**src/hdl/tmcl_pkg.sv**
```systemverilog
package tmcl_pkg;

    localparam int unsigned MAX_DIM = 16384;

    localparam logic [3:0] FMT_R8        = 4'd0;
    localparam logic [3:0] FMT_RGBA8     = 4'd1;
    localparam logic [3:0] FMT_RGBA8_SRGB = 4'd2;
    localparam logic [3:0] FMT_BC1       = 4'd3;
    localparam logic [3:0] FMT_BC1_SRGB  = 4'd4;
    localparam logic [3:0] FMT_BC4       = 4'd5;
    localparam logic [3:0] FMT_BC3       = 4'd6;
    localparam logic [3:0] FMT_BC3_SRGB  = 4'd7;
    localparam logic [3:0] FMT_BC5       = 4'd8;
    localparam logic [3:0] FMT_BC7       = 4'd9;
    localparam logic [3:0] FMT_BC7_SRGB  = 4'd10;

    localparam logic [1:0] ST_OK      = 2'd0;
    localparam logic [1:0] ST_BAD_DIM = 2'd1;
    localparam logic [1:0] ST_BAD_FMT = 2'd2;

    typedef struct packed {
        logic [3:0]  format;
        logic [14:0] width;
        logic [14:0] height;
        logic [3:0]  num_levels;
    } t_req;

    typedef struct packed {
        logic [3:0]  level;
        logic [14:0] lvl_width;
        logic [14:0] lvl_height;
        logic [30:0] lvl_offset;
        logic [30:0] lvl_bytes;
        logic [30:0] total_bytes;
        logic [1:0]  status;
        logic        last;
    } t_result;

    typedef struct packed {
        logic       blocked;
        logic [2:0] shift;
    } t_size_ctrl;

    typedef struct packed {
        logic       supported;
        t_size_ctrl size;
        logic [3:0] align_mask;
    } t_fmt_info;

    typedef enum logic [1:0] {
        S_IDLE,
        S_CHECK,
        S_RUN
    } t_state;

    function automatic t_fmt_info fmt_decode(input logic [3:0] fmt);
        t_fmt_info info;
        info = '0;
        unique case (fmt)
            FMT_R8: begin
                info.supported  = 1'b1;
                info.size.shift = 3'd0;
                info.align_mask = 4'd3;
            end
            FMT_RGBA8, FMT_RGBA8_SRGB: begin
                info.supported  = 1'b1;
                info.size.shift = 3'd2;
                info.align_mask = 4'd3;
            end
            FMT_BC1, FMT_BC1_SRGB, FMT_BC4: begin
                info.supported    = 1'b1;
                info.size.blocked = 1'b1;
                info.size.shift   = 3'd3;
                info.align_mask   = 4'd7;
            end
            FMT_BC3, FMT_BC3_SRGB, FMT_BC5, FMT_BC7, FMT_BC7_SRGB: begin
                info.supported    = 1'b1;
                info.size.blocked = 1'b1;
                info.size.shift   = 3'd4;
                info.align_mask   = 4'd15;
            end
            default: begin
                info = '0;
            end
        endcase
        return info;
    endfunction

endpackage

```
**src/hdl/texture_mip_chain_layout.sv**
```systemverilog
// channel   | ports                | transfer when
// ----------+----------------------+-------------------------------
// request   | start, busy, i_req   | start high and busy low at clock edge
// result    | o_strobe, o_result   | o_strobe high, one cycle per result
//
// the check state after the request transfer, then one result per cycle
// per mip level from the shared multiply and shift unit
// busy from the cycle after the transfer until the last result is shown
// error requests give one result after the check cycle
// reset clears the sequencer and the strobe; the receiver cannot stall
module texture_mip_chain_layout
    import tmcl_pkg::*;
(
    input  logic    i_clk,
    input  logic    i_rst_n,
    input  logic    start,
    input  t_req    i_req,
    output logic    busy,
    output logic    o_strobe,
    output t_result o_result
);

    t_state      r_state;
    t_state      n_state;
    t_req        r_req;
    t_fmt_info   r_fmt;
    t_fmt_info   n_fmt;
    logic [14:0] r_w;
    logic [14:0] n_w;
    logic [14:0] r_h;
    logic [14:0] n_h;
    logic [3:0]  r_lvl;
    logic [3:0]  n_lvl;
    logic [30:0] r_total;
    logic [30:0] n_total;
    logic        r_strobe;
    logic        n_strobe;
    t_result     r_out;
    t_result     n_out;

    logic        size_load;
    logic [14:0] size_w;
    logic [14:0] size_h;
    logic [30:0] unit_bytes;

    logic [14:0] dim_max;
    logic [14:0] dim_top;
    logic        dim_bad;
    logic [31:0] off_sum;
    logic [30:0] off_aligned;
    logic [30:0] level_off;
    logic        is_last;

    tmcl_size_unit u_size (
        .i_clk    (i_clk),
        .i_load   (size_load),
        .i_width  (size_w),
        .i_height (size_h),
        .i_ctrl   (r_fmt.size),
        .o_bytes  (unit_bytes)
    );

    always_ff @(posedge i_clk) begin
        if (!i_rst_n) begin
            r_state  <= S_IDLE;
            r_strobe <= 1'b0;
        end else begin
            r_state  <= n_state;
            r_strobe <= n_strobe;
        end
    end

    always_ff @(posedge i_clk) begin
        if (start && r_state == S_IDLE) begin
            r_req <= i_req;
        end
        r_fmt   <= n_fmt;
        r_w     <= n_w;
        r_h     <= n_h;
        r_lvl   <= n_lvl;
        r_total <= n_total;
        r_out   <= n_out;
    end

    always_comb begin
        dim_max = (r_req.width > r_req.height) ? r_req.width : r_req.height;
        dim_top = dim_max >> (r_req.num_levels - 4'd1);
        dim_bad = (r_req.width == '0) || (r_req.height == '0) ||
                  ({17'd0, r_req.width} > 32'(MAX_DIM)) ||
                  ({17'd0, r_req.height} > 32'(MAX_DIM)) ||
                  (r_req.num_levels == '0) || (dim_top == '0);

        off_sum     = {1'b0, r_total} + {28'd0, r_fmt.align_mask};
        off_aligned = off_sum[30:0] & ~{27'd0, r_fmt.align_mask};
        level_off   = (r_lvl == '0) ? r_total : off_aligned;
        is_last     = (r_lvl == r_req.num_levels - 4'd1);

        n_state   = r_state;
        n_fmt     = r_fmt;
        n_w       = r_w;
        n_h       = r_h;
        n_lvl     = r_lvl;
        n_total   = r_total;
        n_strobe  = 1'b0;
        n_out     = r_out;
        size_load = 1'b0;
        size_w    = r_req.width;
        size_h    = r_req.height;

        unique case (r_state)
            S_IDLE: begin
                if (start) begin
                    n_state = S_CHECK;
                    n_fmt   = fmt_decode(i_req.format);
                end
            end
            S_CHECK: begin
                if (dim_bad || !r_fmt.supported) begin
                    n_strobe     = 1'b1;
                    n_out        = '0;
                    n_out.status = dim_bad ? ST_BAD_DIM : ST_BAD_FMT;
                    n_out.last   = 1'b1;
                    n_state      = S_IDLE;
                end else begin
                    size_load = 1'b1;
                    n_w       = r_req.width;
                    n_h       = r_req.height;
                    n_lvl     = '0;
                    n_total   = '0;
                    n_state   = S_RUN;
                end
            end
            S_RUN: begin
                n_strobe          = 1'b1;
                n_out.level       = r_lvl;
                n_out.lvl_width   = r_w;
                n_out.lvl_height  = r_h;
                n_out.lvl_offset  = level_off;
                n_out.lvl_bytes   = unit_bytes;
                n_out.total_bytes = level_off + unit_bytes;
                n_out.status      = ST_OK;
                n_out.last        = is_last;
                n_total           = level_off + unit_bytes;
                n_lvl             = r_lvl + 4'd1;
                n_w               = (r_w[14:1] == '0) ? 15'd1 : {1'b0, r_w[14:1]};
                n_h               = (r_h[14:1] == '0) ? 15'd1 : {1'b0, r_h[14:1]};
                size_load         = 1'b1;
                size_w            = n_w;
                size_h            = n_h;
                if (is_last) begin
                    n_state = S_IDLE;
                end
            end
            default: begin
                n_state = S_IDLE;
            end
        endcase
    end

    assign busy     = (r_state != S_IDLE);
    assign o_strobe = r_strobe;
    assign o_result = r_out;

endmodule

```
**src/hdl/tmcl_size_unit.sv**
```systemverilog
module tmcl_size_unit
    import tmcl_pkg::*;
(
    input  logic        i_clk,
    input  logic        i_load,
    input  logic [14:0] i_width,
    input  logic [14:0] i_height,
    input  t_size_ctrl  i_ctrl,
    output logic [30:0] o_bytes
);

    logic [30:0] r_bytes;
    logic [30:0] n_bytes;
    logic [15:0] w_round;
    logic [15:0] h_round;
    logic [14:0] op_a;
    logic [14:0] op_b;
    logic [29:0] prod;

    always_comb begin
        w_round = {1'b0, i_width} + 16'd3;
        h_round = {1'b0, i_height} + 16'd3;
        if (i_ctrl.blocked) begin
            op_a = {1'b0, w_round[15:2]};
            op_b = {1'b0, h_round[15:2]};
        end else begin
            op_a = i_width;
            op_b = i_height;
        end
        prod    = op_a * op_b;
        n_bytes = {1'b0, prod} << i_ctrl.shift;
    end

    always_ff @(posedge i_clk) begin
        if (i_load) begin
            r_bytes <= n_bytes;
        end
    end

    assign o_bytes = r_bytes;

endmodule

```
**config.mk**
```make
export PLATFORM = sky130hd
export DESIGN_NAME = texture_mip_chain_layout
export DESIGN_NICKNAME = d
export VERILOG_FILES = /design/src/hdl/tmcl_pkg.sv /design/src/hdl/texture_mip_chain_layout.sv /design/src/hdl/tmcl_size_unit.sv
export SDC_FILE = /design/constraint.sdc
export NUM_CORES = 1
export LEC_CHECK = 0
export BUFFER_PORTS_ARGS = -buffer_cell sky130_fd_sc_hd__buf_2
export CAP_MARGIN = 25
export CORE_ASPECT_RATIO = 1.4
export CORE_MARGIN = 2
export CORE_UTILIZATION = 35
export DETAILED_ROUTE_END_ITERATION = 10
export GPL_TIMING_DRIVEN = 0
export HOLD_SLACK_MARGIN = 0.05
export PLACE_DENSITY_LB_ADDON = 0.1
export SYNTH_ARGS = -nofsm -noshare
export SYNTH_HDL_FRONTEND = slang
export SYNTH_SLANG_ARGS = --single-unit
```
**constraint.sdc**
```tcl
create_clock -name i_clk -period 17.6 [get_ports i_clk]
set_input_delay 1.76 -clock i_clk [delete_from_list [all_inputs] [get_ports i_clk]]
set_output_delay 1.76 -clock i_clk [all_outputs]
set_load 0.01 [all_outputs]
```
# --- Word-level counts from Yosys, hierarchy flattened ---
# Cells that the tools add are included.
word_totals:
  regBits: 272
  input_bits: 41
  output_inout_bits: 132
  elab_cells: 111
op_classes:
  add_sub_neg: 6
  n_mul: 1
  n_lt_le_gt_ge: 3
  n_eq_ne: 17
  n_shift: 2
  n_mux: 30
  bitwise: 2
  n_reduce_logical: 28
ops:
  columns: ["op", "count"]
  rows:
  - ["130-bit case mux with 2 select lines", 1]
  - ["130-bit two-way mux", 1]
  - ["15-bit two-way mux", 7]
  - ["31-bit two-way mux", 2]
  - ["31-bit case mux with 2 select lines", 1]
  - ["15-bit case mux with 2 select lines", 2]
  - ["15-bit zero test", 3]
  - ["15-bit by 2-bit adder with 16-bit output (second input constant)", 2]
  - ["31-bit adder", 1]
  - ["31-bit by 4-bit adder with 31-bit output", 1]
  - ["31-bit bitwise AND", 1]
  - ["4-bit inverter with 31-bit output", 1]
  - ["30-bit by 3-bit left shift with 31-bit output", 1]
  - ["15-bit > comparator (second input constant)", 2]
  - ["15-bit by 15-bit multiplier with 30-bit output", 1]
  - ["14-bit zero test", 2]
  - ["14-bit two-way mux", 2]
  - ["7-bit case mux with 4 select lines", 1]
  - ["4-bit by 3-bit equality test with 1-bit output (second input constant)", 4]
  - ["15-bit > comparator", 1]
  - ["15-bit by 4-bit >> shifter with 15-bit output", 1]
  - ["4-bit equality test (second input constant)", 3]
  - ["4-bit zero test", 3]
  - ["11-bit OR reduction", 1]
  - ["24 further kinds", 44]

# --- Longest topological paths before layout ---
# Gate-level depths: netlist of the first run.
logic_depth:
  ltp_word: 9
  ltp_mapped: 38

# --- Hierarchy ---
# A second synthesis of the first run with hierarchy kept.
unflattened:
  hier_cells: 2165
  area_unflattened_um2: 22275.1
by_module_without_submodules:
  columns: ["module", "n_inst", "cells_each", "area_each_um2"]
  rows:
  - ["texture_mip_chain_layout", 1, 921, 11753.8]
  - ["tmcl_size_unit", 1, 1244, 10521.3]

# --- Worst setup path before layout of the first run ---
# Ideal clock, no wire load.
synth_timing:
  path_type: "register -> register"
  start: "register r_req[18] (netlist name)"
  end: "register r_out, in the netlist o_result[0] (enable)"
  arrival_time_ns: 11.538
  required_time_ns: 16.821
  setup_slack_ns: 5.283
  path_stages_with_launch: 13
  n_path_buf: 0
  cell_sequence: "edfxtp_1 -> inv_1 -> ha_1 -> nand4_1 -> or2_1 -> a211oi_1 -> nor3_1 -> or4_1 -> o31ai_1 -> a31oi_1 -> a211oi_1 -> nor3_1 -> nor3_1"
synth_via:
  elab_chain_len: 9
synth_lines:
  columns: ["element", "line_no", "rtl"]
  rows:
  - ["from (decl)", "texture_mip_chain_layout.sv:25", "t_req r_req;"]
  - ["from (signal assigned)", "texture_mip_chain_layout.sv:75", "r_req <= i_req;"]
  - ["branches (longest 5 deep; another with 15-bit > comparator)", null, null]
  - ["1-bit logical OR *", "texture_mip_chain_layout.sv:91", "(r_req.num_levels == '0) || (dim_top == '0);"]
  - ["1-bit logical OR *", "texture_mip_chain_layout.sv:118", "if (dim_bad || !r_fmt.supported) begin"]
  - ["2-bit != test (no line) *", null, null]
  - ["2-bit AND reduction (no line) *", null, null]
  - ["to (signal assigned)", "texture_mip_chain_layout.sv:82", "r_out <= n_out;"]
  - ["to (decl)", "texture_mip_chain_layout.sv:38", "t_result r_out;"]
# Every way passes the cells marked *.
# A chain may end at the register's enable or synchronous reset.

# --- Final worst setup path of the first run ---
layout_timing:
  start: "register r_state[0]"
  end: "register u_size.r_bytes[27], in the netlist u_size.o_bytes[27] (data pin)"
layout_via:
  elab_chain_len: 6
layout_lines:
  columns: ["element", "line_no", "rtl"]
  rows:
  - ["from (decl)", "texture_mip_chain_layout.sv:23", "t_state r_state;"]
  - ["from (signal assigned)", "texture_mip_chain_layout.sv:68", "r_state <= n_state;"]
  - ["2-bit equality test *", "texture_mip_chain_layout.sv:110", "unique case (r_state)"]
  - ["15-bit two-way mux", "texture_mip_chain_layout.sv:110", null]
  - ["15-bit by 2-bit adder with 16-bit output, on equally long branches", "tmcl_size_unit.sv:21, tmcl_size_unit.sv:22", null]
  - ["15-bit two-way mux", "tmcl_size_unit.sv:23", "if (i_ctrl.blocked) begin"]
  - ["15-bit by 15-bit multiplier with 30-bit output *", "tmcl_size_unit.sv:30", "prod = op_a * op_b;"]
  - ["30-bit by 3-bit left shift with 31-bit output *", "tmcl_size_unit.sv:31", "n_bytes = {1'b0, prod} << i_ctrl.shift;"]
  - ["net u_size.n_bytes[27]", "tmcl_size_unit.sv:13", "logic [30:0] n_bytes;"]
  - ["to (signal assigned)", "tmcl_size_unit.sv:36", "r_bytes <= n_bytes;"]
  - ["to (decl)", "tmcl_size_unit.sv:12", "logic [30:0] r_bytes;"]
# Mark *: on every way through the listed nets, which the timed path passes. The rest lies on a longest branch.

==> out/results.txt, run 1 <==
CP Data Required Time: 17880 ps
Crit Path Category: reg2reg
Critical Path Most Common Cell: inv_1
CTS root buf: clkbuf_16
Diodes inserted: 0
Post-Route WL: 66000 µm
cell count after synthesis: 2160
final worst-path cycle share: 62.85%
GP Congestion: 0.8851
Worst Hold Depth: 2
max cap viols: 0
r2r setup slk: 6540 ps
Min-Delay Startpoint: r_state[1]
area share of the largest cell type after synthesis: 36.46%
TritonCTS clock tree: done
Clock transition at path regs: 70 ps
Iter 0 DRT Violations: 953
wire per inst: 20.46 µm
clock skew: 24.97 ps
Max Slew Vio Count: 0
post-synth top area cell: edfxtp_1
Hold Buf Count CTS: 0
Critical R2R Launch: r_state[0]
vias per cell: 5.154
count of cell types in the netlist: 77
run status: complete, no violations
chip height: 300.6 µm
met3 GRT Util: 1.333%
share of cells above drive strength 1: 11.83%
Synthesized Nets: 2519
Synth async-reset ratio: 0%
crit path time final: 11060 ps
post-DP HPWL: 55070 µm
global-route met2 utilization: 38.81%
IO buf count: 172
CTS H-tree depth: 1
CTS Sinks: 270
post-CTS sizing: 0
Main synth FF type: edfxtp_1
Fill cells: 6194
Worst Path Arrival: 11340 ps
RSZ-0062 raised after global routing: no
Fmax: 0.09040 GHz
global-route wire length before repair: 102500 µm
Clock Path Buffers: 3
crit path max fanout: 10
GRT Total Usage: 20.47%
Slew @ Worst Pin: 1201 ps
worst hold endpoint: r_state[1]
antenna violations before repair: 0
Hold Vio Cnt, Final: 0
Post-Syn Area: 21990 µm²
Routed Antenna Nets: 0
Die Area: 64880 µm²
slowest CP cell: fa_1
io pins: 173
DRT Pass-1 Iters: 5
most frequent cells in the layout: edfxtp_1, inv_1, nor2_1, nand2_1, buf_2
commonest non-fill, non-tap cell in the layout: edfxtp_1
total congestion overflow: 0
core area: 62020 µm²
met1 usage: 24.33%
busiest grt layer: met2
Residual DRC: 0
Synthesis Warnings: 0
num rows: 108
FF-to-FF End: u_size.o_bytes[27]
width of the die: 215.9 µm
synthesis-to-finish area growth: 13.63%
Initial Util: 35.46%
Max stage delay on crit path: 560 ps
CP Capture Type: flip-flop
Worst-Skew Late Latency: 570 ps
Nets: 2739
routed vias: 16620
startpoint types: flip-flop
Synth area leaders: edfxtp_1, fa_1, ha_1
setup TNS: 0 ps
post-CTS setup buffer count: 0
register area share after synthesis: 36.73%
vias in the first global route: 17630
R2R depth: 35
CTS buffer count: 27
largest net degree at the start of global routing: 32
number of setup violations in the final report: 0
HP Class: reg2reg
EDFF count, synth: 267
#FFs+latches synth: 270
Rel. slew slack: 19.91%
Avg Cell Area, Syn: 10.18 µm²
[area by class of cell]
type | instances | area (µm²) | share of cell area (%)
clock inverter | 19 | 168.9 | 0.6759
sequential | 270 | 8078 | 32.32
buffer | 77 | 291.5 | 1.167
inverter | 259 | 972.2 | 3.890
multi-input combinational | 1554 | 12670 | 50.71
clock buffer | 30 | 686.9 | 2.749
timing repair buffer | 191 | 1089 | 4.356
tap | 825 | 1032 | 4.131
[worst max-delay path: cells and delay by family, from the launching register on]
family                   cells  cell delay [ps]
AO/OA/AOI/OAI               12             3790
XOR/XNOR                     1              190
adder cells (fa/ha/maj)      8             3780
buffers and inverters        9             1090
flip-flops                   1              360
multiplexers                 1              300
AND/OR/NAND/NOR              4             1210
[flip-flops by register name, summed over array words and instances, names as in the netlist]
| signal | cells |
|---|---|
| r_req | 34 |
| r_lvl | 4 |
| u_size.o_bytes | 31 |
| o_result | 130 |
| o_strobe | 1 |
| r_w | 15 |
| r_fmt | 7 |
| r_h | 15 |
| r_total | 31 |
| r_state | 2 |
[worst max path at each step]
stage | start | cells past startpoint | endpoint
CTS | r_state[0] | 33 | u_size.o_bytes[27]
floorplan | r_req[18] | 12 | o_result[0]
finish | r_state[0] | 35 | u_size.o_bytes[27]
global placement | r_req[17] | 12 | o_result[30]
global route | r_state[0] | 33 | u_size.o_bytes[28]
detailed placement | r_state[0] | 33 | u_size.o_bytes[27]
[metal layers]
layer,vias to the layer above,wire [µm]
li1,7880,-
met1,8284,26920
met2,360,34770
met3,99,2002
met4,0,2309
met5,-,0
[through the flow]
| stage | std cells | util [%] | setup WS, ps | hold slack (ps) | area (µm²) |
|---|---|---|---|---|---|
| after global routing | 3225 | 40.29 | 5854 | 545.7 | 24990 |
| after floorplan | 2160 | - | 5283 | 465.0 | 21990 |
| final | 3225 | 40.29 | 6538 | 514.5 | 24990 |
| after CTS | 3225 | 40.29 | 6446 | 512.7 | 24990 |
| after global placement | 3157 | 38.51 | 75.87 | 479.5 | 23890 |
| after detailed placement | 3176 | 38.91 | 6522 | 502.8 | 24130 |
[synthesized netlist by cell type (all sizes together) (16+ instances only)]
cell type / number
nand3: 39
a21oi: 87
o21ai: 65
nand4: 17
clkbuf: 66
ha: 150
and3: 20
a21o: 38
nand2b: 19
inv: 257
and2: 119
mux2: 19
edfxtp: 267
a31oi: 19
nand2: 181
o21a: 18
fa: 168
mux2i: 47
xnor2: 58
nor3: 29
nor2: 225
nor4: 16
xor2: 33
[logic make-up (layout without fill, tap and decap cells)]
group / after synthesis / count (layout) / synth area share [%]
simple gates: 719 / 719 / 15.63
compound gates: 356 / 356 / 10.92
buf+inv: 336 / 576 / 5.746
fa+ha+maj: 318 / 318 / 23.83
flops: 270 / 270 / 36.73
xor+xnor: 91 / 91 / 3.624
mux: 70 / 70 / 3.522
Power of run 1 is not shown: default switching activity piles up to over one toggle a cycle in this logic, so the estimate is an artifact.
==> run 2, diff against run 1 <==
==> constraint.sdc (replaced) <==
create_clock -name i_clk -period 9.8 [get_ports i_clk]
set_input_delay 0.98 -clock i_clk [delete_from_list [all_inputs] [get_ports i_clk]]
set_output_delay 0.98 -clock i_clk [all_outputs]
set_load 0.01 [all_outputs]
==> run 2 against run 1 <==
  * Worst hold slack improved by 23 ps
  * Final cell count rose by 0.68%
  * Clock-buffer cell count increased by 3
  * Register-to-register slack got worse by 6300 ps
  * Sequential share of layout area shrank 1.0 points
  * Via count rose by 1.3%
  * Utilization up 1.3 points
  * First-iteration DRC count increased by 0.84%
  * Design area is 3.2% higher
  * Flip-flop and latch count unchanged
==> out/results.txt, run 2 (synthesized netlist as in run 1, its figures left out) <==
run status: complete, no violations
Rel. slew slack: 33.59%
global-route wire length before repair: 102400 µm
r2r setup slk: 280 ps
chip height: 300.6 µm
Max stage delay on crit path: 600 ps
slowest CP cell: fa_1
Diodes inserted: 0
routed wl met2: 35190 µm
largest net degree at the start of global routing: 32
Hold Buf Count CTS: 0
width of the die: 215.9 µm
Slew @ Worst Pin: 996.2 ps
clock skew: 43.56 ps
Die Area: 64880 µm²
IO buf count: 172
crit path max fanout: 10
synthesis-to-finish area growth: 17.27%
Critical Path Most Common Cell: fa_1
CTS H-tree depth: 1
Fill cells: 6071
Finished Core Util: 41.58%
max cap viols: 0
Nets: 2762
antenna violations before repair: 0
HP Class: reg2reg
routed vias: 16830
wire per inst: 20.65 µm
CTS Sinks: 270
GRT Total Usage: 20.54%
Hold Vio Cnt, Final: 0
num rows: 108
vias in the first global route: 17610
CP Data Required Time: 10100 ps
most frequent cells in the layout: edfxtp_1, inv_1, nor2_1, nand2_1, buf_2
Routed Antenna Nets: 0
vias per cell: 5.184
DRT Pass-1 Iters: 5
CP Capture Type: flip-flop
Fmax: 0.1051 GHz
Post-Route WL: 67070 µm
Min-Delay Startpoint: r_state[0]
core area: 62020 µm²
io pins: 173
share of cells above drive strength 1: 15.81%
R2R depth: 31
TritonCTS clock tree: done
Residual DRC: 0
CP Depth: 31
number of setup violations in the final report: 0
Crit Path Category: reg2reg
FF-to-FF End: u_size.o_bytes[28]
Met1 Wirelength: 26810 µm
total congestion overflow: 0
uppermost layer routed: met4
final worst-path cycle share: 97.10%
register area: 8079 µm²
Clock Path Buffers: 3
Iter 0 DRT Violations: 961
family with the most delay on the worst path: adder cells
worst hold endpoint: r_state[0]
Critical R2R Launch: r_state[0]
Worst-Skew Late Latency: 590 ps
area of the multi-input gates: 13100 µm²
max reg flops: 130
Worst Path Arrival: 9820 ps
Worst Hold Depth: 2
commonest non-fill, non-tap cell in the layout: edfxtp_1
post-DP HPWL: 55190 µm
GP Congestion: 0.8865
startpoint types: flip-flop
Initial Util: 35.46%
Clock transition at path regs: 60 ps
CTS buffer count: 27
WP buf/inv: 7
Max Slew Vio Count: 0
crit path time final: 9516 ps
CTS root buf: clkbuf_16
WL met3: 2424 µm
## run 2: cell types whose count changed in the layout (fill, tap and decap cells not counted), sizes merged
| cell | previous run | this run |
|---|---|---|
| clkinv | 14 | 11 |
| inv | 261 | 260 |
| clkbuf | 96 | 85 |
| buf | 202 | 239 |
| bufinv | 2 | 1 |
| clkinvlp | 1 | 2 |
## run 2: final cells by class
| class | count | area share [%] |
|---|---|---|
| timing repair buffer | 224 | 5.662 |
| multi-input combinational | 1554 | 50.81 |
| sequential | 270 | 31.33 |
| inverter | 259 | 3.779 |
| tap | 825 | 4.003 |
| clock buffer | 33 | 2.707 |
| buffer | 67 | 1.218 |
| clock inverter | 15 | 0.4949 |
## run 2: what timing repair did
item                                    CTS  global route
gates resized for setup                  50            73
cloned                                    0             1
pin swaps                                 2            21
buffers inserted                          3            32
endpoints found under the setup margin   19            12
## run 2: worst max path at each step
| stage | startpoint | end | slack [ps] |
|---|---|---|---|
| detailed placement | r_state[0] | u_size.o_bytes[27] | -1230 |
| floorplan | r_state[0] | u_size.o_bytes[28] | 690 |
| global route | r_state[0] | u_size.o_bytes[28] | -10 |
| finish | r_state[0] | u_size.o_bytes[28] | 280 |
| global placement | r_req[17] | o_result[30] | -1930 |
| CTS | r_state[0] | u_size.o_bytes[28] | 0.4 |
## run 2: worst reg2reg max path: cells and delay by family, from the launching register on
kind | cells | cell delay [ps]
adders and majority gates | 8 | 3750
AOI/OAI and AO/OA | 9 | 2610
buffers and inverters | 7 | 930
muxes | 2 | 830
and+or+nand+nor | 3 | 450
DFF | 1 | 340
xor gates and xnor gates | 2 | 330
## run 2: stage by stage
| step | instance area, µm² | hold slack (ps) | setup WS [ps] | setup TNS [ps] | std cells |
|---|---|---|---|---|---|
| 6_report | 25790 | 537.1 | 283.8 | 0 | 3247 |
| 5_1_grt | 25790 | 541.0 | -14.90 | -14.90 | 3247 |
| 4_1_cts | 25230 | 528.4 | 0.3828 | 0 | 3216 |
| 3_5_place_dp | 24190 | 490.5 | -1227 | -12760 | 3172 |
| 3_3_place_gp | 23890 | 479.4 | -1926 | -262060 | 3157 |
| 2_1_floorplan | 22000 | 465.0 | 693.9 | 0 | 2160 |
## run 2: per-layer routing
| layer | vias to the layer above | track usage (%) |
|---|---|---|
| li1 | 7955 | - |
| met1 | 8346 | 23.95 |
| met2 | 415 | 39.30 |
| met3 | 118 | 1.636 |
| met4 | 0 | 7.011 |
| met5 | - | 0 |
Power of run 2 is left out for the same reason.
